File: config.mk
export PLATFORM = sky130hd
export DESIGN_NAME = bsb_scratch_ram
export DESIGN_NICKNAME = d
export VERILOG_FILES = /design/src/rtl/bsb_pkg.sv /design/src/rtl/bsb_scratch_ram.sv
export SDC_FILE = /design/constraint.sdc
export NUM_CORES = 2
export LEC_CHECK = 0
export CORE_ASPECT_RATIO = 1.1
export CORE_MARGIN = 2
export CORE_UTILIZATION = 35
export CTS_BUF_LIST = sky130_fd_sc_hd__clkbuf_4 sky130_fd_sc_hd__clkbuf_8 sky130_fd_sc_hd__clkbuf_16
export DETAILED_ROUTE_END_ITERATION = 10
export DONT_BUFFER_PORTS = 1
export GPL_TIMING_DRIVEN = 0
export PLACE_DENSITY = 0.57
export SYNTH_ARGS = -nofsm -noshare
export SYNTH_HDL_FRONTEND = slang
export SYNTH_SLANG_ARGS = --single-unit
File: constraint.sdc
create_clock -name clk -period 11.3 [get_ports clk]
set_clock_uncertainty 0.05 [all_clocks]
set_input_delay 0.565 -clock clk [delete_from_list [all_inputs] [get_ports clk]]
set_output_delay 0.565 -clock clk [all_outputs]
set_load 0.02 [all_outputs]
File: src/rtl/bsb_pkg.sv
// shared types, constants and codes for the b-spline basis evaluator
`timescale 1ns / 1ps
package bsb_pkg;
    localparam int MaxOrder = 16;
    localparam int StoreDepth = 2 * MaxOrder - 2;
    localparam int StoreAw = $clog2(StoreDepth);
    localparam int WorkAw = $clog2(MaxOrder);
    localparam logic [47:0] ValMax = 48'h7FFF_FFFF_FFFF;
    localparam logic [47:0] ValMin = 48'h8000_0000_0000;
    localparam logic [47:0] MagCap = 48'h8000_0000_0000;
    localparam logic [47:0] OneQ24 = 48'h0000_0100_0000;

    typedef enum logic [1:0] {
        ST_OK = 2'd0,
        ST_SPAN = 2'd1,
        ST_DERIV = 2'd2
    } status_t;

    localparam logic OP_LOAD = 1'b0;
    localparam logic OP_EVAL = 1'b1;

    typedef struct packed {
        logic        opcode;
        logic [4:0]  knot_offset;
        logic [31:0] value;
        logic [3:0]  deriv_order;
    } in_word_t;

    typedef struct packed {
        logic [47:0] basis_value;
        logic [3:0]  basis_index;
        logic        last;
        logic [1:0]  status;
    } out_word_t;

    // divider handshake
    typedef struct packed {
        logic start;
    } div_ctrl_t;

    typedef struct packed {
        logic busy;
        logic done;
    } div_stat_t;

    // signed 65-bit value to saturated 48 bits
    function automatic logic [47:0] sat48(input logic signed [64:0] v);
        logic [47:0] r;
        if (v > $signed({17'd0, ValMax}))
            r = ValMax;
        else if (v < $signed({{17{1'b1}}, ValMin}))
            r = ValMin;
        else
            r = v[47:0];
        return r;
    endfunction

    // magnitude plus sign to saturated 48 bits
    function automatic logic [47:0] signed_cap(input logic [63:0] m, input logic neg);
        logic [63:0] c;
        logic [47:0] r;
        c = (m > {16'd0, MagCap}) ? {16'd0, MagCap} : m;
        if (neg)
            r = 48'(~c + 64'd1);
        else if (c[47])
            r = ValMax;
        else
            r = c[47:0];
        return r;
    endfunction
endpackage

File: src/rtl/bsb_scratch_ram.sv
// scratch memory for distances and basis work values, registered read
`timescale 1ns / 1ps
module bsb_scratch_ram
    import bsb_pkg::*;
(
    input  logic              clk,
    input  logic              we,
    input  logic [WorkAw+1:0] waddr,
    input  logic [47:0]       wdata,
    input  logic [WorkAw+1:0] raddr,
    output logic [47:0]       rdata
);
    // rows 0..15 basis work, 16..31 right distances, 32..47 left distances
    logic [47:0] mem [0:3*MaxOrder-1];
    logic [47:0] rdata_reg;

    always_ff @(posedge clk)
    begin
        if (we)
            mem[waddr] <= wdata;
        rdata_reg <= mem[raddr];
    end

    assign rdata = rdata_reg;
endmodule

==> out/results.ini <==
[power_and_ir_drop]
power.total_mw = 18.5
p_per_area_nw_per_um2 = 176
p_leak_nw = 32.8
ir_worst_vdd_uv = 155

[global_route]
antenna_found_initial = 17
grt_use_total_pct = 19.4
grt_pass1_wl_mm = 351
overflow = 0
grt_max_degree = 49
grt_pass1_vias = 43900

[clock_tree]
cts_tree = built
cts.clk_slew.worst_paths_ns = 0.06
clk-insertion-delay-late_ns = 0.86
cts_buffer_depth = 3
numCtsBuffers = 229
cts-root-buf = clkbuf_16
cts_resized = 0
cts_sinks = 2352
cts_max_level = 4

[route]
drt_first_pass_iters = 6
met1_length_mm = 103
drtIter0Drc = 5318
top_layer = met4
via_count = 43300
wl_mm = 253
routed-wl-met3_mm = 16.8
avgViaCountPerCell = 5.56
drc = 0
dr_wl_met2_mm = 127
final_antenna_net_count = 0
routedWlPerCell_um = 32.5

[floorplan]
fp.dieW_um = 484
start_util_pct = 35.3
fp.coreArea_um2 = 252000
ios = 110
die-area_um2 = 258000
rows = 193
die_h_um = 532

[layout]
final_common_cell = edfxtp_1
largest_reg_flops = 2304
nets = 4329
mostFrequentLayoutCells = edfxtp_1 (2304), mux4_2 (557), clkbuf_16 (233)
multi_input_area_um2 = 17800
area_delta_synth_final_pct = 18.2
final_cells = 7788
layout.area.seq_um2 = 70100
drive_gt1_share_pct = 29.6
nFillCells = 21700

[timing]
period_share_pct = 33.5
maxSlewHeadroom_pct = 4.25
hold_viol_final = 0
tightestPinTransition_ns = 1.44
rsz0062_at_grt = no
finalSetupTns_ns = 0
period_minus_slack_ns = 3.79
setup_viol = 0
fin_ws_ns = 7.51
finalMaxSlewViolations = 0
timing.fmax_mhz = 264

[synth]
syn_nets = 3875
seq_area_frac_synth_pct = 79.1
postSynthAreaPerCell_um2 = 23.3
yosys_warnings = 0
synth_cell_types = 34
netlist_area_um2 = 88700
synth_cells = 3813
synth-seq-cells = 2352

[run_status]
status = finished clean

[critical_path]
worstPathArrival_ns = 4.42
crit_type = input port to flop
crit_path_end_kind = flop
worst-path-buf-inv = 5
path_cells = buf_2, buf_4, buf_2, clkbuf_1, clkbuf_1, o221a_2, a21oi_1, o21ai_1
critical_path.top_delay_family = buffers and inverters
critical_path_required_ns = 11.93
cp_max_fo = 10
cp_slowest_cell = clkbuf_1
max_stage_delay_ns = 1.08
start_kind = input port

[placed_design]
place_ws_ns = 6.60
post-dp-hpwl_mm = 171
routabilityCongestion = 0.782
portBuffers = 0
placed_cells_incl_taps = 7255

[flow_run]
drv_cap = 0

[worst_hold_path]
hp-class = input port to flop

cell usage after synthesis:
cell type     n  share of area, %
a211oi_1      4             0.034
nor3_1        9             0.051
o21ai_0      33              0.19
nand3_1       9             0.051
mux2i_1     169               1.9
o41ai_1       1            0.0099
edfxtp_1   2304                78
or2_2         2             0.014
a311oi_1      2             0.020
or3_1         8             0.056
a2111oi_0     3             0.030
or4_1        14              0.12
inv_1         1            0.0042
dfxtp_1      48               1.1
nand2b_1      8             0.056
nand4_1       8             0.056
buf_4        45              0.38
buf_1        20             0.085
a21oi_1      83              0.47
buf_6        18              0.23
o21ai_1      37              0.21
nand4b_1      2             0.020
o22ai_1      99              0.70
nand2_1      37              0.16
nor2b_1      13             0.092
o221ai_1     29              0.29
clkbuf_1     95              0.40
mux2_2       31              0.39
mux4_2      557                14
nor2_1       63              0.27
nand3b_1      2             0.017
o221a_2      23              0.29
o31ai_1       2             0.017
buf_2        34              0.19
per-layer routing:
| metal | global-route usage, % | vias up |
|---|---|---|
| li1 | - | 17300 |
| met1 | 26.1 | 23800 |
| met3 | 3.00 | 347 |
| met4 | 4.95 | 0 |
| met5 | 0 | - |
| met2 | 33.0 | 1825 |
kinds of logic (layout without fill, tap and decap cells):
| logic type | count (synthesis) | after routing | share of synthesized area (%) |
|---|---|---|---|
| mux | 757 | 757 | 16.4 |
| buf+inv | 213 | 865 | 1.29 |
| flops | 2352 | 2352 | 79.1 |
| compound gates | 316 | 316 | 2.25 |
| other cells | 0 | 8 | 0 |
| simple gates | 175 | 175 | 0.955 |
layout make-up:
type,instances,share of cell area [%]
clock inverters,135,1.32
clock buffers,294,6.08
flip-flops and latches,2352,66.9
diodes,8,0.0191
well taps,3315,3.95
repair buffers,223,3.72
plain buffers,212,1.09
inverters,1,0.00358
multi-input cells,1248,17.0
where the power goes:
part           switching, mW  total (mW)  internal, mW
clock                   3.31        7.82          4.51
combinational          0.603       0.957         0.354
sequential            0.0525        9.70          9.65
timing repair:
action,CTS,global route
hold buffers,96,0
buffers inserted,0,0
hold endpoints to repair,2304,0
worst min-delay path, cell delays in order:
cell	delay [ns]
nor2_1	0.15
nand2_1	0.07
o221ai_1	0.08
o41ai_2	0.18
final timing paths:
check	slack, ns	cells after the start	start	to
setup / recovery	7.51	8	raddr[2]	rdata[8]
hold / removal	0.25	4	raddr[4]	rdata[43]
hold reg to reg	0.84	4	mem[16][24]	rdata[24]
setup reg to reg	9.00	4	mem[8][1]	rdata[1]
metrics by stage:
| step | area, um^2 | hold slack [ns] | util (%) |
|---|---|---|---|
| floorplan | 88700 | 0.610 | - |
| global placement | 92900 | 0.619 | 36.9 |
| detailed placement | 95700 | 0.619 | 38.0 |
| CTS | 105000 | 0.245 | 41.7 |
| global route | 105000 | 0.259 | 41.7 |
| finish | 105000 | 0.246 | 41.7 |
No activity file was read; power rests on OpenSTA's default activity.
