===== src/rtl/bsb_pkg.sv =====
// shared types, constants and codes for the b-spline basis evaluator
`timescale 1ns / 1ps
package bsb_pkg;
    localparam int MaxOrder = 16;
    localparam int StoreDepth = 2 * MaxOrder - 2;
    localparam int StoreAw = $clog2(StoreDepth);
    localparam int WorkAw = $clog2(MaxOrder);
    localparam logic [47:0] ValMax = 48'h7FFF_FFFF_FFFF;
    localparam logic [47:0] ValMin = 48'h8000_0000_0000;
    localparam logic [47:0] MagCap = 48'h8000_0000_0000;
    localparam logic [47:0] OneQ24 = 48'h0000_0100_0000;

    typedef enum logic [1:0] {
        ST_OK = 2'd0,
        ST_SPAN = 2'd1,
        ST_DERIV = 2'd2
    } status_t;

    localparam logic OP_LOAD = 1'b0;
    localparam logic OP_EVAL = 1'b1;

    typedef struct packed {
        logic        opcode;
        logic [4:0]  knot_offset;
        logic [31:0] value;
        logic [3:0]  deriv_order;
    } in_word_t;

    typedef struct packed {
        logic [47:0] basis_value;
        logic [3:0]  basis_index;
        logic        last;
        logic [1:0]  status;
    } out_word_t;

    // divider handshake
    typedef struct packed {
        logic start;
    } div_ctrl_t;

    typedef struct packed {
        logic busy;
        logic done;
    } div_stat_t;

    // signed 65-bit value to saturated 48 bits
    function automatic logic [47:0] sat48(input logic signed [64:0] v);
        logic [47:0] r;
        if (v > $signed({17'd0, ValMax}))
            r = ValMax;
        else if (v < $signed({{17{1'b1}}, ValMin}))
            r = ValMin;
        else
            r = v[47:0];
        return r;
    endfunction

    // magnitude plus sign to saturated 48 bits
    function automatic logic [47:0] signed_cap(input logic [63:0] m, input logic neg);
        logic [63:0] c;
        logic [47:0] r;
        c = (m > {16'd0, MagCap}) ? {16'd0, MagCap} : m;
        if (neg)
            r = 48'(~c + 64'd1);
        else if (c[47])
            r = ValMax;
        else
            r = c[47:0];
        return r;
    endfunction
endpackage


===== src/rtl/bsb_knot_ram.sv =====
// knot store, one write and one registered read port
`timescale 1ns / 1ps
module bsb_knot_ram
    import bsb_pkg::*;
(
    input  logic               clk,
    input  logic               we,
    input  logic [StoreAw-1:0] waddr,
    input  logic [31:0]        wdata,
    input  logic [StoreAw-1:0] raddr,
    output logic [31:0]        rdata
);
    logic [31:0] mem [0:StoreDepth-1];
    logic [31:0] rdata_reg;

    always_ff @(posedge clk)
    begin
        if (we)
            mem[waddr] <= wdata;
        rdata_reg <= mem[raddr];
    end

    assign rdata = rdata_reg;
endmodule


===== config.mk =====
export PLATFORM = sky130hd
export DESIGN_NAME = bsb_knot_ram
export DESIGN_NICKNAME = d
export VERILOG_FILES = /design/src/rtl/bsb_pkg.sv /design/src/rtl/bsb_knot_ram.sv
export SDC_FILE = /design/constraint.sdc
export NUM_CORES = 1
export LEC_CHECK = 0
export ABC_AREA = 1
export BUFFER_PORTS_ARGS = -buffer_cell sky130_fd_sc_hd__clkbuf_2
export CAP_MARGIN = 20
export CORE_MARGIN = 1.5
export CORE_UTILIZATION = 30
export DETAILED_ROUTE_END_ITERATION = 10
export GPL_TIMING_DRIVEN = 0
export SLEW_MARGIN = 10
export SYNTH_ARGS = -nofsm -noshare
export SYNTH_HDL_FRONTEND = slang
export SYNTH_SLANG_ARGS = --single-unit

===== constraint.sdc =====
create_clock -name clk -period 2.6 [get_ports clk]
set_input_delay 0.26 -clock clk [delete_from_list [all_inputs] [get_ports clk]]
set_output_delay 0.26 -clock clk [all_outputs]
set_load 0.02 [all_outputs]

==> qor.csv <==
stage;metric;value;unit
power;p_int;26.2;mW
critical_path;crit_type;in -> reg;
timing;setup_viol;0;
placement;port_buffers;71;
synthesis;synth_top_area_share;72.3;%
clock_tree;clk_pin_slew_worst_paths;0.06;ns
floorplanning;io_pins;76;
synthesis;synth_top_cells_by_area;edfxtp_1 (72%), nand2_1 (12%), nand3_1 (9.0%);
timing;tightest_slew;1.25;ns
final_layout;layout_commonest_cell;nand2_1;
power;switchingPower;8.20;mW
power;pwr-share-seq;51.8;%
synthesis;yosys_warnings;0;
synthesis;yosysSeqAreaShare;73.9;%
floorplanning;dieArea;135000;um^2
power;finalPower;34.4;mW
global_route;grt_pass1_wl;174000;um
clock_tree;htree_num_levels;3;
power;swShare;23.8;%
final_layout;nFillCells;12736;
clock_tree;postCtsSetupBuffers;0;
critical_path;critPathLaunchType;input port;
power;power_density;741;nW/um^2
final_layout;nNetsFinal;3617;
synthesis;syn_area_per_cell;11.8;um^2
synthesis;ys_seq_elements;992;
clock_tree;ctsHoldBuffers;1;
run_status;status;finished, final reports clean;
critical_path;cp.required;3.12;ns
power;leakage;17.1;nW
synthesis;synthesis.area;39900;um^2
floorplanning;initial_core_util;30.3;%
final_layout;fin_cells;5409;
synthesis;netlist_instances;3370;
drt;drtPass1Iterations;5;
clock_tree;clockBufferDepth;3;
global_route;grt_max_degree;31;
timing;max_slew_margin;16.7;%
timing;hold-worst-slack;0.179;ns
placement;routabilityCongestion;0.930;
drt;via_per_inst;4.94;
drt;drt_iter0_drc;3616;
drt;vias;26706;
synthesis;synthDistinctLibCells;16;
final_layout;largest_reg_flops;960;
drt;route.detailed.drc;0;
power;p_comb_share;7.3;%
drt;drt-total-wl;121000;um
timing;period_needed;2.18;ns
final_layout;fin_util;35.3;%
clock_tree;cts_tree;done;
clock_tree;cts_buffers;99;
drt;wl_per_cell;22.5;um
final_layout;drive_above_1_share;12.2;%
clock_tree;cts_resized;0;
timing;fin_crit_sh;84.0;%
global_route;grt_overflow;0;
power;vdd_drop_max;526;uV
critical_path;worst_setup_path_end_kind;flip-flop;
critical_path;critPathMaxFanout;10;
global_route;grt_antenna_before_repair;7;
flow_run;drv_cap;0;
hold_path;hp-class;in -> reg;
critical_path;crit_arrival;2.70;ns
final_layout;syn_to_final_growth;16.5;%
global_route;grt_usage;17.7;%
floorplanning;rows;133;
final_layout;mostFrequentLayoutCells;nand2_1 (1,320), edfxtp_1 (960), nand3_1 (718);
timing;max_freq;458;MHz
timing;tns;0;ns
timing;fin_skew;0.0443;ns
clock_tree;clock_latency;0.72;ns
clock_tree;cts_sinks;992;
global_route;grt_pass1_vias;24968;
timing;grt_setup_unrepaired;false;
synthesis;synth_top_area_cell;edfxtp_1;
synthesis;synth_nets;3414;
drt;ant_nets;0;
placement;dp.cells;5226;
power;clkPwrFrac;40.9;%
floorplanning;die_h;368;um
floorplanning;die_w;368;um
placement;place_hpwl;80600;um
timing;slew_violations;0;
clock_tree;cts-root-buf;clkbuf_16;
timing;hold_viol;0;
floorplanning;coreArea;132000;um^2
[worst paths after layout]
path                          from  slack, ns  depth (start not counted)               endpoint
max                       raddr[3]       0.42                          7      rdata[11]$_DFF_P_
min                       waddr[3]       0.18                          3  mem[29][31]$_DFFE_PP_
max reg2reg   mem[1][10]$_DFFE_PP_       1.04                          8      rdata[10]$_DFF_P_
min reg2reg  mem[29][28]$_DFFE_PP_       0.71                          4      rdata[28]$_DFF_P_
[cell usage after synthesis]
| cell type | n |
|---|---|
| buf_6 | 34 |
| buf_4 | 42 |
| dfxtp_1 | 32 |
| inv_1 | 64 |
| nor2_1 | 56 |
| buf_8 | 1 |
| buf_1 | 6 |
| buf_12 | 2 |
| clkbuf_1 | 28 |
| inv_2 | 1 |
| nand3_1 | 718 |
| nand2_1 | 1320 |
| o21ai_0 | 13 |
| edfxtp_1 | 960 |
| buf_2 | 92 |
| inv_6 | 1 |
[routing by layer]
| metal | vias up | wire (um) | GRT usage (%) |
|---|---|---|---|
| met5 | - | 13 | 0 |
| met4 | 2 | 3630 | 5.75 |
| met3 | 182 | 10500 | 2.81 |
| met2 | 1243 | 55000 | 27.4 |
| met1 | 13181 | 52300 | 25.2 |
| li1 | 12098 | - | - |
[power by group through the flow]
stage	Clock, mW	Combinational [mW]	Sequential (mW)
5_1_grt	14.8	2.71	17.8
3_5_place_dp	0	2.50	18.2
3_3_place_gp	0	2.43	18.2
2_1_floorplan	0	1.20	18.2
4_1_cts	14.2	2.51	17.8
6_report	14.1	2.53	17.8
[logic make-up (layout without fill, tap and decap cells)]
kind of cell | count (synthesis) | in the layout | synth area share [%]
AOI/OAI and AO/OA | 13 | 13 | 0.163
buffers and inverters | 271 | 553 | 4.00
other | 0 | 2 | 0
DFF | 992 | 992 | 73.9
and+or+nand+nor | 2094 | 2094 | 22.0
[critical path, cell delays in order]
cell	delay, ns
clkbuf_2	0.14
inv_1	0.10
clkbuf_1	0.92
clkbuf_1	0.59
nand3_1	0.23
nand3_1	0.23
nand2_1	0.21
[area by class of cell]
type	instances	area, um^2	share of cell area [%]
clock buffers	131	2690	5.79
well taps	1755	2200	4.72
repair buffers	102	988	2.13
clock inverters	49	489	1.05
inverters	66	253	0.544
plain buffers	205	1340	2.89
diodes	2	5.00	0.0108
multi-input cells	2107	9050	19.5
flip-flops and latches	992	29500	63.4
[stage by stage]
stage	instance area [um^2]	setup slack (ns)
2_1_floorplan	39900	0.264
3_3_place_gp	42400	-1.67
3_5_place_dp	43300	-0.180
4_1_cts	46500	0.540
5_1_grt	46500	0.401
6_report	46500	0.415
(Power assumes the default switching activity.)
