File: config.mk
export PLATFORM = sky130hd
export DESIGN_NAME = bsb_divider
export DESIGN_NICKNAME = d
export VERILOG_FILES = /design/src/rtl/bsb_pkg.sv /design/src/rtl/bsb_divider.sv
export SDC_FILE = /design/constraint.sdc
export NUM_CORES = 1
export LEC_CHECK = 0
export BUFFER_PORTS_ARGS = -buffer_cell sky130_fd_sc_hd__clkbuf_2
export CORE_AREA = 3 3 130 120
export CTS_CLUSTER_SIZE = 20
export DETAILED_ROUTE_END_ITERATION = 10
export DIE_AREA = 0 0 133 123
export PLACE_DENSITY_LB_ADDON = 0.2
export SYNTH_ARGS = -nofsm -noshare
export SYNTH_HDL_FRONTEND = slang
export SYNTH_SLANG_ARGS = --single-unit
File: constraint.sdc
create_clock -name clk -period 6.87 [get_ports clk]
set_input_delay 1.0305 -clock clk [delete_from_list [all_inputs] [get_ports clk]]
set_output_delay 1.0305 -clock clk [all_outputs]
set_load 0.01 [all_outputs]
File: src/rtl/bsb_pkg.sv
// shared types, constants and codes for the b-spline basis evaluator
`timescale 1ns / 1ps
package bsb_pkg;
    localparam int MaxOrder = 16;
    localparam int StoreDepth = 2 * MaxOrder - 2;
    localparam int StoreAw = $clog2(StoreDepth);
    localparam int WorkAw = $clog2(MaxOrder);
    localparam logic [47:0] ValMax = 48'h7FFF_FFFF_FFFF;
    localparam logic [47:0] ValMin = 48'h8000_0000_0000;
    localparam logic [47:0] MagCap = 48'h8000_0000_0000;
    localparam logic [47:0] OneQ24 = 48'h0000_0100_0000;

    typedef enum logic [1:0] {
        ST_OK = 2'd0,
        ST_SPAN = 2'd1,
        ST_DERIV = 2'd2
    } status_t;

    localparam logic OP_LOAD = 1'b0;
    localparam logic OP_EVAL = 1'b1;

    typedef struct packed {
        logic        opcode;
        logic [4:0]  knot_offset;
        logic [31:0] value;
        logic [3:0]  deriv_order;
    } in_word_t;

    typedef struct packed {
        logic [47:0] basis_value;
        logic [3:0]  basis_index;
        logic        last;
        logic [1:0]  status;
    } out_word_t;

    // divider handshake
    typedef struct packed {
        logic start;
    } div_ctrl_t;

    typedef struct packed {
        logic busy;
        logic done;
    } div_stat_t;

    // signed 65-bit value to saturated 48 bits
    function automatic logic [47:0] sat48(input logic signed [64:0] v);
        logic [47:0] r;
        if (v > $signed({17'd0, ValMax}))
            r = ValMax;
        else if (v < $signed({{17{1'b1}}, ValMin}))
            r = ValMin;
        else
            r = v[47:0];
        return r;
    endfunction

    // magnitude plus sign to saturated 48 bits
    function automatic logic [47:0] signed_cap(input logic [63:0] m, input logic neg);
        logic [63:0] c;
        logic [47:0] r;
        c = (m > {16'd0, MagCap}) ? {16'd0, MagCap} : m;
        if (neg)
            r = 48'(~c + 64'd1);
        else if (c[47])
            r = ValMax;
        else
            r = c[47:0];
        return r;
    endfunction
endpackage

File: src/rtl/bsb_divider.sv
// restoring divider, one quotient bit per cycle, 64-bit dividend
`timescale 1ns / 1ps
module bsb_divider
    import bsb_pkg::*;
(
    input  logic        clk,
    input  logic        rst_n,
    input  div_ctrl_t   ctrl,
    input  logic [63:0] dividend,
    input  logic [38:0] divisor,
    output div_stat_t   stat,
    output logic [63:0] quotient,
    output logic [38:0] remainder
);
    logic [63:0] q_reg;
    logic [39:0] r_reg;
    logic [38:0] d_reg;
    logic [6:0]  cnt_reg;
    logic        busy_reg;
    logic        done_reg;
    logic [39:0] shifted;
    logic [40:0] diff;

    assign shifted = {r_reg[38:0], q_reg[63]};
    assign diff = {1'b0, shifted} - {2'b00, d_reg};

    always_ff @(posedge clk or negedge rst_n)
    begin
        if (!rst_n)
        begin
            busy_reg <= 1'b0;
            done_reg <= 1'b0;
            cnt_reg <= '0;
        end
        else
        begin
            done_reg <= 1'b0;
            if (ctrl.start)
            begin
                busy_reg <= 1'b1;
                cnt_reg <= 7'd64;
            end
            else if (busy_reg)
            begin
                cnt_reg <= cnt_reg - 7'd1;
                if (cnt_reg == 7'd1)
                begin
                    busy_reg <= 1'b0;
                    done_reg <= 1'b1;
                end
            end
        end
    end

    always_ff @(posedge clk)
    begin
        if (ctrl.start)
        begin
            q_reg <= dividend;
            r_reg <= '0;
            d_reg <= divisor;
        end
        else if (busy_reg)
        begin
            if (!diff[40])
            begin
                r_reg <= diff[39:0];
                q_reg <= {q_reg[62:0], 1'b1};
            end
            else
            begin
                r_reg <= shifted;
                q_reg <= {q_reg[62:0], 1'b0};
            end
        end
    end

    assign stat.busy = busy_reg;
    assign stat.done = done_reg;
    assign quotient = q_reg;
    assign remainder = r_reg[38:0];
endmodule

==> summary.md, run 1 <==
| Metric | Value |
|---|---|
| Initial antenna violation count | 0 |
| Vias per cell | around 5.5 |
| Internal Power | 2320 uW |
| Maximum VDD drop | 0.000217 V |
| Met1 wire length | ~8400 um |
| Layout Nets | between 1000 and 1500 |
| CTS HTree Levels | 4 |
| Leakage | 0.00447 uW |
| Fmax | roughly 0.29 GHz |
| Final Max Slew Viols | 0 |
| Synth top area cells | edfxtp_1 38%, dfxtp_1 9.5%, mux2_2 8.9%, ha_1 6.2%, nand2_1 3.4% |
| # IOs | approximately 210 |
| Syn Area/Cell | ~11 um2 |
| Share of the yosys chip area belonging to registers | 0.498 |
| Number of global-route vias before repair | 6279 |
| Minimum clock period | ~3.5 ns |
| Slowest stage delay, CP | 0.64 ns |
| EDFF count, synth | a little over 100 |
| HPWL Detailed | about 14000 um |
| Synth async-reset ratio | 0.0596 |
| Status | completed |
| Share of the synthesized area in the top cell type | 0.376 |
| First-pass GRT wire length | 31400 um |
| Share of post-route cells with drive strength above 1 | 0.327 |
| Synthesis-stage register bit count | between 150 and 200 |
| Post-cts resize count | 0 |
| Worst-Skew Late Latency | 0.43 ns |
| Antenna Violating Nets Remaining | 0 |
| Top Layer Used | met4 |
| List of most frequent post-synthesis cells | 103 x edfxtp_1, 75 x nand2_1, 65 x mux2_2 |
| Clock Tree Root | clkbuf_16 |
| Remaining DRCs | 0 |
| Global Route Usage Sum | 0.242 |
| Clk sinks | ~150 |
| Met3 WL | between 1500 and 2000 um |
| Share of power burned in registers | 0.355 |
| Detailed-route wire length | approximately 20000 um |
| DRT iter0 DRCs | about 450 |
| CTS tree | done |
| Setup ws final | 3.42 ns |
| Critical Path AT | approximately 3.8 ns |
| Synth area leader | edfxtp_1 |
| Maximum clock path buffer count | 2 |
| Critical-path maximum fanout | 28 |
| Core area | 14500 um2 |
| Clk slew on worst S/H paths | 0.06 ns |
| Sw frac | 0.382 |
| Vias | about 6500 |
| Synth-to-Final Area Change | 20.9% |
| Fin crit share | 0.502 |
| Max-slew headroom | 0.385 |
| Sum Neg Setup Slack | 0 ns |
| Most frequent cell after synthesis | edfxtp_1 |
| Final Skew | ~0.014 ns |
| Die Area | ~16000 um2 |
| Fillers | approximately 1100 |
| Maxcap violations | 0 |
| RePlAce Congestion | a little over 0.9 |
| Die W | 133 um |
| Pwr dens | 377 nW/um2 |
| Comb pwr share | 0.408 |
| Number of core rows | 42 |
| Met2 routed WL | 9220 um |
| Synth warn | 0 |
| Largest register FFs | 64 |
| Number of post-CTS setup repair buffers | 0 |
| TritonCTS buffer count | 17 |
| Port Buffer Count | 210 |
| DRT Pass-1 Iters | 5 |
| CP required | around 7 ns |
| Final hold vios | 0 |
| Setup violations, final | 0 |
| Remaining Overflow, GRT | 0 |
| Total net switching power | between 1000 and 1500 uW |
| Largest net degree at the start of global routing | between 70 and 80 |
| Most used flip-flop cell after synthesis | edfxtp_1 |
| CP Capture Type | register |
| RSZ-0062 raised after global routing | false |
| Crit-path slowest cell | o21bai_4 |
| Startpoint types | register |
| Post-Syn Area | 8230 um2 |
| Diodes inserted | 0 |
| Slew @ Worst Pin | 0.922 ns |
| Hold-fix buffers, CTS | 0 |
| Drt wl/cell | between 15 and 20 um |
| Die Span Y | 123 um |
| Min-delay worst type | in2async |
| Post-synth cell types | between 60 and 70 |
| Syn nets | 920 |
| Gate Count Post-Synth | just under 800 |
| Starting Density | 0.570 |
| Crit-path cells | inv_1 -> ha_1 -> fa_1 -> nand2b_1 -> a21oi_1 -> o21ai_2 -> a21o_1 -> o31a_2 -> o21bai_4 -> nor2_1 -> a31oi_1 -> mux2i_1 -> a311oi_1 |
| Clock share of power | 0.237 |
| Setup Slack @ Placement | 3.39 ns |
| Worst Setup Path Type | reg2reg |
power groups by stage:
stage / Clock (uW) / Sequential (uW) / Combinational [uW]
after CTS: 904 / 1330 / 1530
after global routing: 937 / 1360 / 1710
final: 889 / 1330 / 1530
after detailed placement: 0 / 1350 / 1520
after global placement: 0 / 1350 / 1500
after floorplan: 0 / 1380 / 1060
logic make-up (layout without fill, tap and decap cells):
kind of cell / count (synthesis) / after routing / synth area share
multiplexers: 70 / 70 / 0.0951
flip-flops: 151 / 151 / 0.498
adder cells (fa/ha/maj): 42 / 42 / 0.0647
AND/OR/NAND/NOR: 193 / 193 / 0.107
buffers and inverters: 96 / 304 / 0.0477
AO/OA/AOI/OAI: 182 / 182 / 0.147
XOR/XNOR: 38 / 38 / 0.0404
worst max-delay path, delay by kind of cell (launching register included):
kind / cells / cell delay [ns]
AOI/OAI and AO/OA: 7 / 1.95
adders and majority gates: 2 / 0.63
DFF: 1 / 0.36
and+or+nand+nor: 2 / 0.26
muxes: 1 / 0.09
buffers and inverters: 1 / 0.05
stage by stage:
step / cell area [um2] / power, uW / util / hold slack (ns) / instances
after floorplan: 8230 / 2440 / - / 0.478 / 772
after global placement: 9390 / 2850 / 0.650 / 0.487 / 1146
after detailed placement: 9390 / 2870 / 0.650 / 0.493 / 1146
after CTS: 9950 / 3770 / 0.688 / 0.433 / 1178
after global routing: 9950 / 4010 / 0.688 / 0.451 / 1178
final: 9950 / 3750 / 0.688 / 0.448 / 1178
path summary, 6_finish.rpt:
path                         startpoint    endpoint  slack, ns  depth (start not counted)
min in group clk              r_reg[13]   r_reg[13]       0.50                          2
hold / removal                    rst_n  cnt_reg[1]       0.45                          1
max in group asynchronous         rst_n    busy_reg       6.22                          1
hold reg to reg               r_reg[13]   r_reg[13]       0.50                          2
setup / recovery           quotient[63]   r_reg[29]       3.42                         13
setup reg to reg           quotient[63]   r_reg[29]       3.42                         13
routing by layer:
layer  vias up  GRT usage
li1       3212          -
met1      3051      0.306
met2       230      0.395
met3        26     0.0769
met4         0     0.0903
met5         -          0
final cells by class:
class	count	area (um2)	area share
sequential	151	4100	0.412
multi-input combinational	525	3740	0.376
timing repair buffer	215	1090	0.110
clock buffer	19	433	0.0435
tap	198	248	0.0249
inverter	57	214	0.0215
clock inverter	13	123	0.0123
cells in the final DEF (no fill, tap or decap), drive strengths merged, types with 10 or more instances in the layout:
master,n
a21o,18
a21oi,52
a311oi,17
clkbuf,228
dfxtp,39
edfxtp,103
ha,41
inv,61
mux2,66
nand2,75
nand3,12
nand4,10
nor2,56
nor3,10
o21ai,37
xnor2,18
xor2,20
No activity file was read; power rests on OpenSTA's default activity.
==> run 2: changes to the inputs <==
Settings changed: ABC_AREA set to 1, CORE_AREA 3 3 130 120 to 3 3 149 137, DIE_AREA 0 0 133 123 to 0 0 152 140.
Clock period 6.87 ns to 2.77 ns, I/O delays scaled along.
==> summary.md, run 2 <==
| Metric | Value |
|---|---|
| CP Capture Type | register |
| Setup violations, final | 0 |
| Antenna Violating Nets Remaining | 0 |
| Total net switching power | between 4000 and 5000 uW |
| # IOs | 211 |
| Fin crit share | 0.922 |
| Worst Path Buf+Inv | 3 |
| Vias per cell | 4.98 |
| Layout Nets | 1669 |
| TritonCTS buffer count | 17 |
| CP top delay family | simple AND/OR/NAND/NOR gates |
| Met2 routed WL | roughly 12000 um |
| EDFF count, synth | 103 |
| Leakage | 0.00626 uW |
| Syn nets | 1461 |
| Most frequent cell after synthesis | nand2_1 |
| Top Layer Used | met4 |
| Die Span Y | 140 um |
| Comb pwr share | 0.492 |
| Sw frac | 0.451 |
| Share of the synthesized area in the top cell type | 0.328 |
| DRT Pass-1 Iters | 6 |
| Maximum VDD drop | 0.000458 V |
| Xor-xnor portion of the synthesized cell area | 0.0139 |
| Number of core rows | 48 |
| Pwr dens | 963 nW/um2 |
| Synth warn | 0 |
| Setup ws final | 0.216 ns |
| Area post-placement | 10800 um2 |
| Fillers | 1829 |
| Compound-Gate Fraction of Synth Area | 0.0433 |
| First-pass GRT wire length | 44600 um |
| Synth area leader | edfxtp_1 |
| Share of power burned in registers | 0.294 |
| Diodes inserted | 0 |
| Max-slew headroom | 0.579 |
| Share of the yosys chip area belonging to registers | 0.434 |
| Slew @ Worst Pin | 0.630 ns |
| Maxcap violations | 0 |
| Drt wl/cell | about 16 um |
| Clk slew on worst S/H paths | ~0.08 ns |
| Met3 WL | 2310 um |
| Syn Area/Cell | ~7.2 um2 |
| Critical-path maximum fanout | 19 |
| RSZ-0062 raised after global routing | true |
| HPWL Detailed | 21700 um |
| Number of post-CTS setup repair buffers | 0 |
| Post-synthesis simple-gate area fraction | 0.346 |
| Setup Slack @ Placement | 0.211 ns |
| Largest register FFs | 64 |
| Synth-to-Final Area Change | 20.6% |
| Post-synthesis mux area share | 0 |
| CTS HTree Levels | 4 |
| RePlAce Congestion | ~0.96 |
| Synthesis-stage register bit count | 151 |
| Number of global-route vias before repair | between 8000 and 9000 |
| Min-delay worst type | in2reg |
| Die W | 152 um |
| Remaining DRCs | 0 |
| Initial antenna violation count | 0 |
| Met1 wire length | 12400 um |
| Core area | 19000 um2 |
| Worst Setup Path Type | reg2reg |
| Clk sinks | 151 |
| Synth Area in Adders | 0.0565 |
| Crit-path cells | inv_1 -> ha_1 -> fa_1 -> inv_1 -> nand2_1 -> nand2_1 -> nand3_1 -> nand2_2 -> nand2_1 -> nand3_2 -> nand2_4 -> nand2_4 -> buf_4 -> nand3_1 -> nand2_1 -> nand2_1 |
| Port Buffer Count | 210 |
| Synth async-reset ratio | 0.0596 |
| Fmax | 0.392 GHz |
| Global Route Usage Sum | 0.262 |
| Final Skew | 0.0135 ns |
| Final Instance Area | 11400 um2 |
| Critical Path AT | 2.90 ns |
| Clock Tree Root | clkbuf_16 |
| Largest net degree at the start of global routing | 86 |
| Crit-path slowest cell | fa_1 |
| Maximum clock path buffer count | 2 |
| Clock share of power | 0.213 |
| Leading cell type in the layout, fill and taps excluded | nand2_1 |
| Worst-Skew Late Latency | between 0.4 and 0.5 ns |
| Remaining Overflow, GRT | 0 |
| Most used flip-flop cell after synthesis | edfxtp_1 |
| CP required | 3.11 ns |
| Sum Neg Setup Slack | 0 ns |
| Post-cts resize count | 0 |
| Status | completed |
| Minimum clock period | around 2.6 ns |
| Synth top area cells | edfxtp_1 33%, nand2_1 21%, inv_1 8.5%, dfxtp_1 8.3%, nand3_1 5.8% |
| Most frequent cells in the layout | 529 x nand2_1, 212 x inv_1, 209 x clkbuf_2 |
| Startpoint types | register |
| Largest family of logic cells by synthesized area | simple AND/OR/NAND/NOR gates |
| Post-Syn Area | about 9400 um2 |
| Starting Density | 0.497 |
| Cell repeated most along the worst path | nand2_1 |
| Internal Power | 6010 uW |
| Final hold vios | 0 |
| DRT iter0 DRCs | 635 |
| Gate Count Post-Synth | 1313 |
| Post-synth cell types | 38 |
| List of most frequent post-synthesis cells | 529 x nand2_1, 213 x inv_1, 109 x nand3_1 |
| Vias | 8881 |
| Detailed-route wire length | 27800 um |
| Share of post-route cells with drive strength above 1 | 0.192 |
| CTS tree | done |
| Slowest stage delay, CP | 0.42 ns |
| Die Area | approximately 21000 um2 |
| Final Max Slew Viols | 0 |
run 2: kinds of logic after synthesis:
group,count (synthesis)
adder cells (fa/ha/maj),42
buffers and inverters,256
XOR/XNOR,15
flip-flops,151
AND/OR/NAND/NOR,772
AO/OA/AOI/OAI,77
run 2: power by group through the flow:
| stage | logic, uW | registers, uW | clock network (uW) |
|---|---|---|---|
| finish | 5390 | 3230 | 2340 |
| global route | 6080 | 3290 | 2450 |
| CTS | 5380 | 3220 | 2350 |
| detailed placement | 5350 | 3260 | 0 |
| global placement | 5300 | 3270 | 0 |
| floorplan | 3640 | 3360 | 0 |
run 2: what timing repair did:
item	in CTS	in global routing
hold endpoints to repair	9	0
setup endpoints to repair	0	2
hold buffers	1	0
run 2: final timing paths:
path | slack (ns) | to | cells past startpoint | start
setup reg to reg | 0.22 | r_reg[28] | 16 | quotient[63]
setup / recovery | 0.22 | r_reg[28] | 16 | quotient[63]
hold / removal | 0.14 | d_reg[23] | 1 | divisor[23]
min in group asynchronous | 0.39 | done_reg | 2 | rst_n
hold reg to reg | 0.48 | r_reg[38] | 2 | r_reg[38]
max in group asynchronous | 2.18 | busy_reg | 2 | rst_n
run 2: cell type report:
class	instances	area [um2]	area share
multi-input cells	906	4350	0.382
flip-flops and latches	151	4100	0.360
repair buffers	225	1210	0.106
inverters	220	826	0.0726
clock buffers	17	425	0.0374
well taps	250	313	0.0275
clock inverters	15	168	0.0147
run 2: layer usage:
layer  vias up  track usage
li1       4531            -
met4         0       0.0705
met3        44       0.0726
met1      3985        0.353
met5         -            0
met2       321        0.419
run 2: per-stage QoR:
stage,hold slack (ns),total power (uW),std cells,util
6_report,0.140,11000,1784,0.600
5_1_grt,0.129,11800,1784,0.600
4_1_cts,0.135,11000,1784,0.600
3_5_place_dp,0.292,8620,1751,0.568
3_3_place_gp,0.290,8570,1751,0.568
2_1_floorplan,0.120,7000,1313,-
run 2: worst reg2reg max path: cells and delay by family, from the launching register on:
family,cells,cell delay [ns]
buf+inv,3,0.47
fa+ha+maj,2,0.64
flops,1,0.34
simple gates,11,1.03
